File: config.mk
export PLATFORM = sky130hd
export DESIGN_NAME = hrs_lane
export DESIGN_NICKNAME = d
export VERILOG_FILES = /design/src/rtl/core/hrs_pkg.sv /design/src/rtl/core/hrs_lane.sv
export SDC_FILE = /design/constraint.sdc
export NUM_CORES = 2
export LEC_CHECK = 0
export ABC_AREA = 1
export BUFFER_PORTS_ARGS = -buffer_cell sky130_fd_sc_hd__buf_2
export CAP_MARGIN = 0
export CORE_MARGIN = 5
export CORE_UTILIZATION = 45
export DETAILED_ROUTE_END_ITERATION = 12
export GPL_TIMING_DRIVEN = 0
export PLACE_DENSITY = 0.59
export SLEW_MARGIN = 20
export SYNTH_ARGS = -nofsm -noshare
export SYNTH_HDL_FRONTEND = slang
export SYNTH_SLANG_ARGS = --single-unit
File: constraint.sdc
create_clock -name clock -period 17.35 [get_ports clock]
set_input_delay 1.735 -clock clock [delete_from_list [all_inputs] [get_ports clock]]
set_output_delay 1.735 -clock clock [all_outputs]
set_load 0.01 [all_outputs]
File: src/rtl/core/hrs_pkg.sv
`default_nettype none

package hrs_pkg;

   // default widths
   localparam int SAMPLE_WIDTH_DEF    = 16;
   localparam int PHASE_FRAC_BITS_DEF = 16;

   // phase keeps five integer bits above the fraction
   localparam int PHASE_INT_BITS = 5;

   // results per input frame and the counter that tracks them
   localparam int MAX_OUT = 17;
   localparam int CNT_W   = $clog2(MAX_OUT + 1);

   // pipeline stages from phase issue up to the lane sum
   localparam int NUM_STAGES = 6;

   // configuration port
   localparam int CSR_ADDR_W = 3;
   localparam int CSR_DATA_W = 32;
   localparam logic STEREO_RESET = 1'b1;

   // register indexes, byte address is 4 * index
   typedef enum logic [0:0] {
      REG_PHASE_STEP  = 1'b0,
      REG_STEREO_MODE = 1'b1
   } csr_idx_type;

   // pipeline control shared by the weight unit and the lanes
   typedef struct packed {
      logic adv;   // all pipeline stages move one step
      logic load;  // new input frame enters the history
   } hrs_ctl_type;

endpackage

`default_nettype wire

File: src/rtl/core/hrs_lane.sv
`default_nettype none

// one channel: sample history, weighted products, sum, round and saturate
module hrs_lane
   import hrs_pkg::*;
#(
   parameter int SAMPLE_WIDTH    = SAMPLE_WIDTH_DEF,
   parameter int PHASE_FRAC_BITS = PHASE_FRAC_BITS_DEF
) (
   input  wire logic                              clock,
   input  wire logic                              reset,
   input  wire hrs_ctl_type                       ctl,
   input  wire logic signed [SAMPLE_WIDTH-1:0]    din,
   input  wire logic signed [PHASE_FRAC_BITS+2:0] w0,
   input  wire logic signed [PHASE_FRAC_BITS+2:0] w1,
   input  wire logic signed [PHASE_FRAC_BITS+2:0] w2,
   input  wire logic signed [PHASE_FRAC_BITS+2:0] w3,
   output logic signed [SAMPLE_WIDTH-1:0]         y
);

   localparam int SW   = SAMPLE_WIDTH;
   localparam int F    = PHASE_FRAC_BITS;
   localparam int WW   = F + 3;
   localparam int DW   = SW + 1;
   localparam int PW   = WW + DW;
   localparam int SUMW = PW + 2;
   localparam logic signed [SUMW-1:0] RND  = SUMW'(1) <<< F;
   localparam logic signed [SUMW-1:0] SMAX = (SUMW'(1) <<< (SW - 1)) - SUMW'(1);
   localparam logic signed [SUMW-1:0] SMIN = ~SMAX;

   // a oldest, b, c, d newest frame of the current item
   logic signed [SW-1:0] a_ff;
   logic signed [SW-1:0] b_ff;
   logic signed [SW-1:0] c_ff;
   logic signed [SW-1:0] d_ff;
   logic signed [DW-1:0] b2;
   logic signed [DW-1:0] c2;
   logic signed [DW-1:0] ca;
   logic signed [DW-1:0] db;
   logic signed [PW-1:0] p0_ff;
   logic signed [PW-1:0] p1_ff;
   logic signed [PW-1:0] p2_ff;
   logic signed [PW-1:0] p3_ff;
   logic signed [SUMW-1:0] s_in;
   logic signed [SUMW-1:0] s_ff;
   logic signed [SUMW-1:0] q;

   // history shift, once per input frame
   always_ff @(posedge clock) begin
      if (reset) begin
         a_ff <= '0;
         b_ff <= '0;
         c_ff <= '0;
         d_ff <= '0;
      end else if (ctl.load) begin
         a_ff <= b_ff;
         b_ff <= c_ff;
         c_ff <= d_ff;
         d_ff <= din;
      end
   end

   // operands of the four products
   assign b2 = signed'({b_ff, 1'b0});
   assign c2 = signed'({c_ff, 1'b0});
   assign ca = DW'(c_ff) - DW'(a_ff);
   assign db = DW'(d_ff) - DW'(b_ff);

   always_ff @(posedge clock) begin
      if (ctl.adv) begin
         p0_ff <= PW'(w0) * PW'(b2);
         p1_ff <= PW'(w1) * PW'(ca);
         p2_ff <= PW'(w2) * PW'(db);
         p3_ff <= PW'(w3) * PW'(c2);
      end
   end

   // sum with the rounding offset
   assign s_in = SUMW'(p0_ff) + SUMW'(p1_ff) + SUMW'(p2_ff) + SUMW'(p3_ff) + RND;

   always_ff @(posedge clock) begin
      if (ctl.adv) begin
         s_ff <= s_in;
      end
   end

   // drop the fraction bits and floor divide by two, then saturate to the sample range
   assign q = s_ff >>> (F + 1);

   always_comb begin
      priority if (q > SMAX) begin
         y = SMAX[SW-1:0];
      end else if (q < SMIN) begin
         y = SMIN[SW-1:0];
      end else begin
         y = q[SW-1:0];
      end
   end

endmodule

`default_nettype wire

==> results.sh <==
export IMPL_synth_warning_count=0
export IMPL_fmax_mhz=120.4
export IMPL_hold_viol_final=0
export IMPL_rows=135
export IMPL_grt_pass1_vias=49030
export IMPL_slew_headroom_pct=31.80
export IMPL_r2r_start="c_ff[0]"
export IMPL_r2r_end="p1_ff[25]"
export IMPL_clock_latency_ns=0.55
export IMPL_fin_nets=9309
export IMPL_clock_skew_ns=0.01668
export IMPL_startpoint="c_ff[0]"
export IMPL_start_util_pct=45.19
export IMPL_route_detailed_drc=0
export IMPL_fp_dieH_um=378.6
export IMPL_fin_area_sq_mm=0.06471
export IMPL_drt_pass1_iter_count=7
export IMPL_gp_congestion=0.9701
export IMPL_wl_met1_um=83710
export IMPL_drive_gt1_share_pct=3.641
export IMPL_grt_antenna_before_repair=0
export IMPL_dieArea_sq_mm=0.1433
export IMPL_synth_async_reset_ratio_pct=0
export IMPL_hp_class="reg2reg"
export IMPL_synth_edf_count=163
export IMPL_ios=112
export IMPL_crit_fanout=10
export IMPL_synth_cell_types=47
export IMPL_avgSynthCellArea_sq_um=8.379
export IMPL_syn_area_sq_mm=0.06114
export IMPL_topRoutingLayerUsed="met4"
export IMPL_fin_crit_sh_pct=47.87
export IMPL_drt_iter0_markers=3939
export IMPL_drv_cap=0
export IMPL_cp_slowest_cell="fa_1"
export IMPL_grt_max_degree=94
export IMPL_finalMaxSlewViolations=0
export IMPL_rr_worst_depth=35
export IMPL_dieWidth_um=378.6
export IMPL_htreeDepth=1
export IMPL_placed_cell_area_sq_mm=0.06394
export IMPL_viasPerCell=5.203
export IMPL_synth_ff_type="edfxtp_1"
export IMPL_final_common_cell="inv_1"
export IMPL_core_area_sq_mm=0.1353
export IMPL_cts_made_buffers=22
export IMPL_cts_sinks=227
export IMPL_crit_type="reg2reg"
export IMPL_wl_met2_um=84520
export IMPL_cp_slowest_stage_delay_ns=0.58
export IMPL_rrSetupSlack_ns=9.04
export IMPL_holdBufCountCts=0
export IMPL_cp_end_kind="register"
export IMPL_yosysSeqAreaShare_pct=10.10
export IMPL_vias=47990
export IMPL_wl_met3_um=14480
export IMPL_wl_um=187500
export IMPL_clockBufferDepth=3
export IMPL_cp_endpoint="p1_ff[25]"
export IMPL_status="finished, final reports clean"
export IMPL_setup_tns_final_ns=0
export IMPL_required_ns=17.65
export IMPL_detail_route_antenna_nets=0
export IMPL_grt_use_total_pct=26.67
export IMPL_final_cell_mix="inv_1 (1890), nand2_1 (1435), fa_1 (1332), nor2_1 (546), ha_1 (454)"
export IMPL_clk_pin_slew_ns=0.07
export IMPL_crit_arrival_ns=8.61
export IMPL_cts_tree="yes"
export IMPL_syn_inst=7297
export IMPL_grt_pass1_wl_um=291400
export IMPL_overflow=0
export IMPL_final_min_clock_period_ns=8.306
export IMPL_setup_viol=0
export IMPL_tightest_slew_ns=1.023
export IMPL_cts_setup_buffers=0
export IMPL_cts_resized=0
export IMPL_cts_root_buf="clkbuf_16"
export IMPL_rsz0062_at_grt="no"
export IMPL_syn_num_nets=9179
export IMPL_wl_per_cell_um=20.33
export IMPL_critPathLaunchType="register"
export IMPL_crit_top_cell="nand2_1"
export IMPL_syn_to_final_growth_pct=5.834
export IMPL_port_buffers=105
export IMPL_antenna_cells=0
export IMPL_dp_hpwl_um=164500
export IMPL_min_from="a_ff[3]"
export IMPL_synth_seq_cells=227
[cells in the mapped netlist (46+ instances only)]
| library cell | count | area [sq um] |
|---|---|---|
| dfxtp_1 | 64 | 1281 |
| ha_1 | 454 | 5680 |
| inv_1 | 1890 | 7094 |
| o21ai_0 | 113 | 565.5 |
| nor2_1 | 546 | 2049 |
| clkbuf_1 | 170 | 638.1 |
| nand3_1 | 344 | 1722 |
| xnor2_1 | 46 | 402.9 |
| a21oi_1 | 242 | 1211 |
| edfxtp_1 | 163 | 4895 |
| xor2_1 | 101 | 884.6 |
| nand2_1 | 1435 | 5386 |
| fa_1 | 1332 | 26670 |
[kinds of logic (layout without fill, tap and decap cells)]
| group | after synthesis | count (layout) | synth area share [%] |
|---|---|---|---|
| and+or+nand+nor | 2498 | 2498 | 16.78 |
| DFF | 227 | 227 | 10.10 |
| xor gates and xnor gates | 147 | 147 | 2.106 |
| buffers and inverters | 2127 | 2272 | 13.29 |
| adders and majority gates | 1786 | 1786 | 52.90 |
| AOI/OAI and AO/OA | 512 | 512 | 4.819 |
[sequential cells by signal, indices dropped and copies added, names as in the netlist]
register and flops:
p1_ff 36, p2_ff 36, p0_ff 35, p3_ff 35
s_ff 21, a_ff 16, b_ff 16, c_ff 16
d_ff 16
[area by class of cell]
cell class / instances / area (sq um)
Buffer: 224 / 983.4
Clock buffer: 24 / 579.3
Clock inverter: 15 / 196.4
Fill cell: 13310 / 70590
Inverter: 1903 / 7143
Multi-Input combinational cell: 4943 / 46840
Sequential cell: 227 / 6176
Tap cell: 1781 / 2228
Timing Repair Buffer: 106 / 563.0
[metrics by stage]
| stage | instances | util (%) | hold WS [ns] | setup slack [ns] |
|---|---|---|---|---|
| floorplan | 7297 | - | 0.4453 | 10.46 |
| global placement | 9183 | 47.23 | 0.4690 | 9.097 |
| detailed placement | 9184 | 47.26 | 0.4733 | 9.089 |
| CTS | 9223 | 47.83 | 0.4807 | 9.082 |
| global route | 9223 | 47.83 | 0.5005 | 8.501 |
| finish | 9223 | 47.83 | 0.4798 | 9.044 |
[worst min-delay path by stage]
stage	end	slack, ns	cells after the start
after floorplan	a_ff[0]	0.45	2
after global placement	a_ff[0]	0.47	2
after detailed placement	a_ff[3]	0.47	2
after CTS	a_ff[13]	0.48	2
after global routing	a_ff[2]	0.50	2
final	a_ff[3]	0.48	2
[per-layer routing]
layer,GRT usage [%],vias up
li1,-,21830
met1,39.39,24210
met2,41.99,1696
met3,4.112,244
met4,5.409,0
met5,0,-
[critical path, delay by kind of cell (launching register included)]
family	cells	cell delay, ns
xor gates and xnor gates	1	0.37
DFF	1	0.35
adders and majority gates	9	4.11
buffers and inverters	9	1.14
and+or+nand+nor	16	2.06
Power is not shown: default switching activity piles up to over one toggle a cycle in this logic, so the estimate is an artifact.
