[src/rtl/core/hrs_pkg.sv]
`default_nettype none

package hrs_pkg;

   // default widths
   localparam int SAMPLE_WIDTH_DEF    = 16;
   localparam int PHASE_FRAC_BITS_DEF = 16;

   // phase keeps five integer bits above the fraction
   localparam int PHASE_INT_BITS = 5;

   // results per input frame and the counter that tracks them
   localparam int MAX_OUT = 17;
   localparam int CNT_W   = $clog2(MAX_OUT + 1);

   // pipeline stages from phase issue up to the lane sum
   localparam int NUM_STAGES = 6;

   // configuration port
   localparam int CSR_ADDR_W = 3;
   localparam int CSR_DATA_W = 32;
   localparam logic STEREO_RESET = 1'b1;

   // register indexes, byte address is 4 * index
   typedef enum logic [0:0] {
      REG_PHASE_STEP  = 1'b0,
      REG_STEREO_MODE = 1'b1
   } csr_idx_type;

   // pipeline control shared by the weight unit and the lanes
   typedef struct packed {
      logic adv;   // all pipeline stages move one step
      logic load;  // new input frame enters the history
   } hrs_ctl_type;

endpackage

`default_nettype wire

[src/rtl/core/hrs_weights.sv]
`default_nettype none

// cubic hermite basis weights from the phase, three register stages
module hrs_weights
   import hrs_pkg::*;
#(
   parameter int PHASE_FRAC_BITS = PHASE_FRAC_BITS_DEF
) (
   input  wire logic                              clock,
   input  wire hrs_ctl_type                       ctl,
   input  wire logic [PHASE_FRAC_BITS:0]          u,
   output logic signed [PHASE_FRAC_BITS+2:0]      w0,
   output logic signed [PHASE_FRAC_BITS+2:0]      w1,
   output logic signed [PHASE_FRAC_BITS+2:0]      w2,
   output logic signed [PHASE_FRAC_BITS+2:0]      w3
);

   localparam int F  = PHASE_FRAC_BITS;
   localparam int UW = F + 1;
   localparam int PW = 2 * UW;
   localparam int WW = F + 3;
   localparam logic [PW-1:0]        HALF  = PW'(1) << (F - 1);
   localparam logic signed [WW-1:0] ONE_S = WW'(1) <<< F;

   logic [PW-1:0] sq;
   logic [PW-1:0] cube;
   logic [UW-1:0] mu2_in;
   logic [UW-1:0] mu2_ff;
   logic [UW-1:0] u2_ff;
   logic [UW-1:0] mu3_in;
   logic [UW-1:0] mu3_ff;
   logic [UW-1:0] mu2b_ff;
   logic [UW-1:0] u3_ff;
   logic signed [WW-1:0] mu2s;
   logic signed [WW-1:0] mu3s;
   logic signed [WW-1:0] us;
   logic signed [WW-1:0] w0_in;
   logic signed [WW-1:0] w1_in;
   logic signed [WW-1:0] w2_in;
   logic signed [WW-1:0] w3_in;
   logic signed [WW-1:0] w0_ff;
   logic signed [WW-1:0] w1_ff;
   logic signed [WW-1:0] w2_ff;
   logic signed [WW-1:0] w3_ff;

   // square of the phase, rounded half up
   assign sq     = {{UW{1'b0}}, u} * {{UW{1'b0}}, u} + HALF;
   assign mu2_in = sq[F +: UW];

   always_ff @(posedge clock) begin
      if (ctl.adv) begin
         mu2_ff <= mu2_in;
         u2_ff  <= u;
      end
   end

   // cube of the phase, rounded half up
   assign cube   = {{UW{1'b0}}, mu2_ff} * {{UW{1'b0}}, u2_ff} + HALF;
   assign mu3_in = cube[F +: UW];

   always_ff @(posedge clock) begin
      if (ctl.adv) begin
         mu3_ff  <= mu3_in;
         mu2b_ff <= mu2_ff;
         u3_ff   <= u2_ff;
      end
   end

   // basis weights, tension and bias zero
   assign mu2s = signed'({2'b00, mu2b_ff});
   assign mu3s = signed'({2'b00, mu3_ff});
   assign us   = signed'({2'b00, u3_ff});

   assign w0_in = (mu3s <<< 1) - (mu2s + (mu2s <<< 1)) + ONE_S;
   assign w1_in = mu3s - (mu2s <<< 1) + us;
   assign w2_in = mu3s - mu2s;
   assign w3_in = (mu2s <<< 1) + mu2s - (mu3s <<< 1);

   always_ff @(posedge clock) begin
      if (ctl.adv) begin
         w0_ff <= w0_in;
         w1_ff <= w1_in;
         w2_ff <= w2_in;
         w3_ff <= w3_in;
      end
   end

   assign w0 = w0_ff;
   assign w1 = w1_ff;
   assign w2 = w2_ff;
   assign w3 = w3_ff;

endmodule

`default_nettype wire

[config.mk]
export PLATFORM = sky130hd
export DESIGN_NAME = hrs_weights
export DESIGN_NICKNAME = d
export VERILOG_FILES = /design/src/rtl/core/hrs_pkg.sv /design/src/rtl/core/hrs_weights.sv
export SDC_FILE = /design/constraint.sdc
export NUM_CORES = 1
export LEC_CHECK = 0
export BUFFER_PORTS_ARGS = -buffer_cell sky130_fd_sc_hd__buf_2
export CAP_MARGIN = 20
export CORE_MARGIN = 1
export CORE_UTILIZATION = 60
export CTS_CLUSTER_DIAMETER = 60
export CTS_CLUSTER_SIZE = 30
export DETAILED_ROUTE_END_ITERATION = 10
export PLACE_DENSITY = 0.85
export SYNTH_ARGS = -nofsm -noshare
export SYNTH_HDL_FRONTEND = slang
export SYNTH_SLANG_ARGS = --single-unit
[constraint.sdc]
create_clock -name clock -period 14.02 [get_ports clock]
set_input_delay 0.701 -clock clock [delete_from_list [all_inputs] [get_ports clock]]
set_output_delay 0.701 -clock clock [all_outputs]
set_load 0.01 [all_outputs]
==> metrics.txt, run 1 <==
Syn Nets 3435; area delta synth->final 6.05%; Rows 76; remaining global-route overflow 0; vias 18600; #FFs+latches synth between 150 and 200; global-route wire length before repair between 90000 and 100000 um; post-CTS setup buffers 0; post-cts resize count 0; post-route non-filler standard cell count 3311; Inserted Clock Buffers 17; fin util 64.7%; CTS H-tree lvls 4; Fin. Hold Viols 0; largest net degree at the start of global routing 86; Final min period ~6.7 ns; Syn Area/Cell 9.92 um2; Netlist cell types 70; full die area 44700 um2; DRC viols 0; Crit path required time around 14 ns; CTS clk-pin slew, worst paths 0.08 ns; Synth async-reset ratio 0%; status completed; worst-skew pair later-pin latency 0.45 ns; Hold-fix buffers, CTS 0; post-layout instance area ~28000 um2; hpwl dp 43600 um; Worst Max-Slew Pin Slew 1.09 ns; Seq/Total Area, Yosys 18.1%; worst relative slew slack 27.3%; via/cell ratio 5.61; Total GRT Usage 27.1%; Hold Path Class flop to flop; initial antenna violation count 0; CP max FO 18; Tcrit/Tclk final 47.9%; per-cell routed wire length around 17 um; max-slew violations 0; MaxCap Viol Count 0; I/O Buffers between 90 and 100; Max clock buf depth 2; Placed Cells 3279; fmax 149 MHz; most used flip-flop cell after synthesis edfxtp_1; Post-Route WL between 50000 and 60000 um; Fin Clk Skew 0.0197 ns; final setup fails 0; critical path class flop to flop; layout cells sized above 1 5.80%; CP arrival 6.90 ns; clock root cell clkbuf_16; ant diodes 0; Core Footprint 43200 um2; DRT iter0 DRCs ~1300; Netlist Area Pre-Place about 26000 um2; RSZ-0062 raised after global routing false; vias in the first global route roughly 21000; # IOs 96; # fillers 3202; setup TNS 0 ns; Die W about 210 um; yosys warns 0; CTS tree done; post-placement cell area 27300 um2; Die Y ~210 um; Critical Path Start Type flop; Mapped Cells 2656; Starting Density about three fifths; antenna-violating nets left 0; Clock Sinks 159; first drt pass iteration count 5; gp weighted congestion 0.913; EDFF count, synth 159; Final #Nets between 3000 and 4000; Critical Path Sink Type flop
## stage by stage
step,setup WS [ns],hold slack (ns)
after floorplan,7.72,0.424
after global routing,7.03,0.579
after detailed placement,7.07,0.540
after CTS,7.39,0.565
final,7.30,0.555
after global placement,7.19,0.526
## Yosys cell counts (13+ instances only)
| cell type | count | area (um2) |
|---|---|---|
| a21o_1 | 32 | 240 |
| a21oi_1 | 84 | 420 |
| and2_1 | 210 | 1310 |
| clkbuf_1 | 56 | 210 |
| edfxtp_1 | 159 | 4770 |
| fa_1 | 436 | 8730 |
| ha_1 | 323 | 4040 |
| inv_1 | 664 | 2490 |
| nand2_1 | 244 | 916 |
| nand2b_1 | 13 | 81.3 |
| nand3_1 | 22 | 110 |
| nor2_1 | 58 | 218 |
| nor2b_1 | 13 | 81.3 |
| nor3_1 | 25 | 125 |
| o21ai_0 | 40 | 200 |
| o21bai_1 | 19 | 143 |
| xnor2_1 | 87 | 762 |
| xor2_1 | 37 | 324 |
## flip-flops by register name, summed over array words and instances (netlist names)
register	cells
u2_ff	17
w2	18
w1	19
mu2b_ff	17
u3_ff	17
w0	19
mu2_ff	17
w3	18
mu3_ff	17
## cells in the final DEF (no fill, tap or decap), drive strengths merged, types with 43 or more instances in the layout
master	instances
a21oi	85
and2	210
ha	323
nand2	244
nor2	58
inv	672
o21ai	43
fa	436
edfxtp	159
xnor2	87
buf	96
## cell type report
| cell class | instances | area, um2 | share of cell area (%) |
|---|---|---|---|
| Timing Repair Buffer | 96 | 492 | 1.76 |
| Clock inverter | 15 | 170 | 0.609 |
| Multi-Input combinational cell | 1775 | 18800 | 67.5 |
| Clock buffer | 17 | 425 | 1.52 |
| Inverter | 664 | 2490 | 8.92 |
| Tap cell | 585 | 732 | 2.62 |
| Sequential cell | 159 | 4770 | 17.1 |
## critical path, stage by stage (launching register included)
cell       delay, ns
edfxtp_1        1.00
nand2_1         0.22
fa_1            0.61
inv_1           0.06
fa_1            0.48
fa_1            0.58
fa_1            0.43
fa_1            0.50
inv_1           0.06
fa_1            0.47
inv_1           0.05
ha_1            0.35
a21oi_1         0.20
o221ai_1        0.12
a21oi_1         0.18
o21ai_0         0.17
a41oi_4         0.31
o2111ai_2       0.23
a311oi_2        0.34
xnor2_1         0.09
## worst paths after layout
kind / start / endpoint / slack, ns / cells after the start
setup / recovery: u2_ff[8]$_DFFE_PP_ / mu3_ff[16]$_DFFE_PP_ / 7.30 / 19
hold / removal: u3_ff[0]$_DFFE_PP_ / w1[0]$_DFFE_PP_ / 0.55 / 1
hold reg to reg: u3_ff[0]$_DFFE_PP_ / w1[0]$_DFFE_PP_ / 0.55 / 1
setup reg to reg: u2_ff[8]$_DFFE_PP_ / mu3_ff[16]$_DFFE_PP_ / 7.30 / 19
## logic make-up (layout without fill, tap and decap cells)
kind of cell	Yosys count	in the layout	share of synthesized area (%)
adder cells (fa/ha/maj)	759	759	48.5
XOR/XNOR	124	124	4.12
AO/OA/AOI/OAI	262	262	6.94
multiplexers	3	3	0.119
buffers and inverters	722	792	10.3
flip-flops	159	159	18.1
AND/OR/NAND/NOR	627	627	11.9
## routing by layer
layer	vias up	share of wire, %	global-route usage [%]
met5	-	0	0
met4	0	3.4	10.2
met3	169	7.5	3.59
met2	841	51	48.8
met1	9231	38	33.1
li1	8341	-	-
Power of run 1 is left out: the tool's default activity adds up to more than one toggle a clock period on the data nets, which glitch-free logic cannot reach.
==> run 2: changes to the inputs <==
Clock period 14.02 ns to 6.4 ns, I/O delays scaled along.
==> run 2 against run 1 <==
Against the previous run: non-clock buffer count increased by 104; clock skew decreased by 0.0050 ns; via count increased by 1.2%; highest routed layer unchanged; sequential cell count unchanged; design area increased by 3.2%; first-iteration DRC count unchanged; critical path type unchanged.
==> metrics.txt, run 2 (synthesis results as in run 1) <==
worst setup margin 0.182 ns (-7.12 ns); MaxCap Viol Count 0 (unchanged); Die W 212 um (unchanged); Max clock buf depth 2 (unchanged); Fin Clk Skew 0.0147 ns (-0.00499 ns); Placed Cells 3355 (+2.3%); commonest non-fill, non-tap cell in the layout inv_1; Crit path required time 6.59 ns (-7.61 ns); post-route non-filler standard cell count 3413 (+3.1%); Core Footprint 43200 um2 (unchanged); gp weighted congestion 0.911 (-0.30%); vias in the first global route 20900 (+2.0%); I/O Buffers 94 (unchanged); Tcrit/Tclk final 97.2% (+49 points); first drt pass iteration count 6 (+1); Final min period 6.22 ns (-0.497 ns); worst-skew pair later-pin latency 0.45 ns (about the same); Total GRT Usage 27.4% (+0.23 points); # IOs 96 (unchanged); CTS H-tree lvls 4 (unchanged); largest net degree at the start of global routing 90 (+4.7%); initial antenna violation count 0 (unchanged); most frequent cells in the layout inv_1 (664), fa_1 (436), ha_1 (323); worst relative slew slack 53.0% (+26 points); Die Y 212 um (unchanged); CP arrival 6.41 ns (-0.49 ns); hold path depth 1 (unchanged); Clock Sinks 159 (unchanged); Critical Path Start Type flop; Post-Route WL 58300 um (+2.7%); R2R depth 20 (+1); Fin. Hold Viols 0 (unchanged); clock root cell clkbuf_16; CP max FO 10 (-8); DRC viols 0 (unchanged); layout cells sized above 1 9.12% (+3.3 points); Starting Density 61.0% (unchanged); critical path class flop to flop; Worst Max-Slew Pin Slew 0.697 ns (-0.393 ns); fmax 161 MHz (+8.0%); DRT iter0 DRCs 1319 (unchanged); remaining global-route overflow 0 (unchanged); dpl ws -0.0337 ns (-7.10 ns); ant diodes 0 (unchanged); Inserted Clock Buffers 17 (unchanged); Critical Path Sink Type flop; CTS tree done; Hold-fix buffers, CTS 0 (unchanged); Final #Nets 3596 (+3.0%); hpwl dp 47200 um (+8.3%); antenna-violating nets left 0 (unchanged); global-route wire length before repair 97100 um (+0.90%); Hold Path Class primary input to flop; per-cell routed wire length 17.1 um (-0.38%); CTS clk-pin slew, worst paths 0.07 ns (about the same); area delta synth->final 9.44%; vias 18800 (+1.2%); Rows 76 (unchanged); # fillers 3054 (-4.6%); via/cell ratio 5.51 (-1.9%); full die area 44700 um2 (unchanged); status completed; max-slew violations 0 (unchanged); final setup fails 0 (unchanged)
run 2: cell type report:
type	count	area (um2)	share of cell area, %
sequential	159	4770	16.6
multi-input combinational	1775	18900	65.5
clock inverter	11	143	0.495
timing repair buffer	200	1380	4.78
tap	585	732	2.54
clock buffer	19	433	1.50
inverter	664	2490	8.65
run 2: stage by stage:
stage               TNS [ns]  hold slack (ns)  area (um2)  util [%]
floorplan                  0            0.419       26300         -
global placement           0            0.524       28000      64.8
detailed placement   -0.0337            0.546       28000      64.8
CTS                        0            0.262       28600      66.3
global route         -0.0275            0.265       28800      66.8
finish                     0            0.273       28800      66.8
run 2: timing repair:
action                                  in CTS  in global routing
endpoints found under the setup margin       1                  7
resized for setup                            0                  5
buffers inserted                             6                 21
pin swaps                                    0                  3
run 2: final timing paths:
kind | slack [ns] | start | endpoint
worst max register to register | 0.18 | mu2_ff[12]$_DFFE_PP_ | mu3_ff[16]$_DFFE_PP_
worst max-delay path | 0.18 | mu2_ff[12]$_DFFE_PP_ | mu3_ff[16]$_DFFE_PP_
worst min register to register | 0.56 | u3_ff[0]$_DFFE_PP_ | w1[0]$_DFFE_PP_
worst min-delay path | 0.27 | u[9] | u2_ff[9]$_DFFE_PP_
run 2: routing by layer:
metal / routed length [um] / part of all wire, % / global-route usage [%]
met4: 2010 / 3.5 / 11.1
met3: 4200 / 7.2 / 3.84
met1: 22200 / 38 / 32.4
met5: 0 / 0 / 0
met2: 29900 / 51 / 49.8
run 2: worst max-delay path, stage by stage, from the launching register on:
cell and delay, ns:
edfxtp_1 0.57, and2_1 0.24, fa_1 0.49, inv_1 0.05, fa_1 0.46, fa_1 0.54, inv_1 0.08, fa_1 0.49
fa_1 0.50, inv_1 0.05, fa_1 0.47, inv_1 0.04, ha_1 0.33, a21oi_1 0.19, o221ai_1 0.16, a21oi_2 0.19
o21ai_1 0.14, a41oi_4 0.35, o2111ai_4 0.20, a311oi_2 0.30, xnor2_1 0.11
Power of run 2 is left out for the same reason.
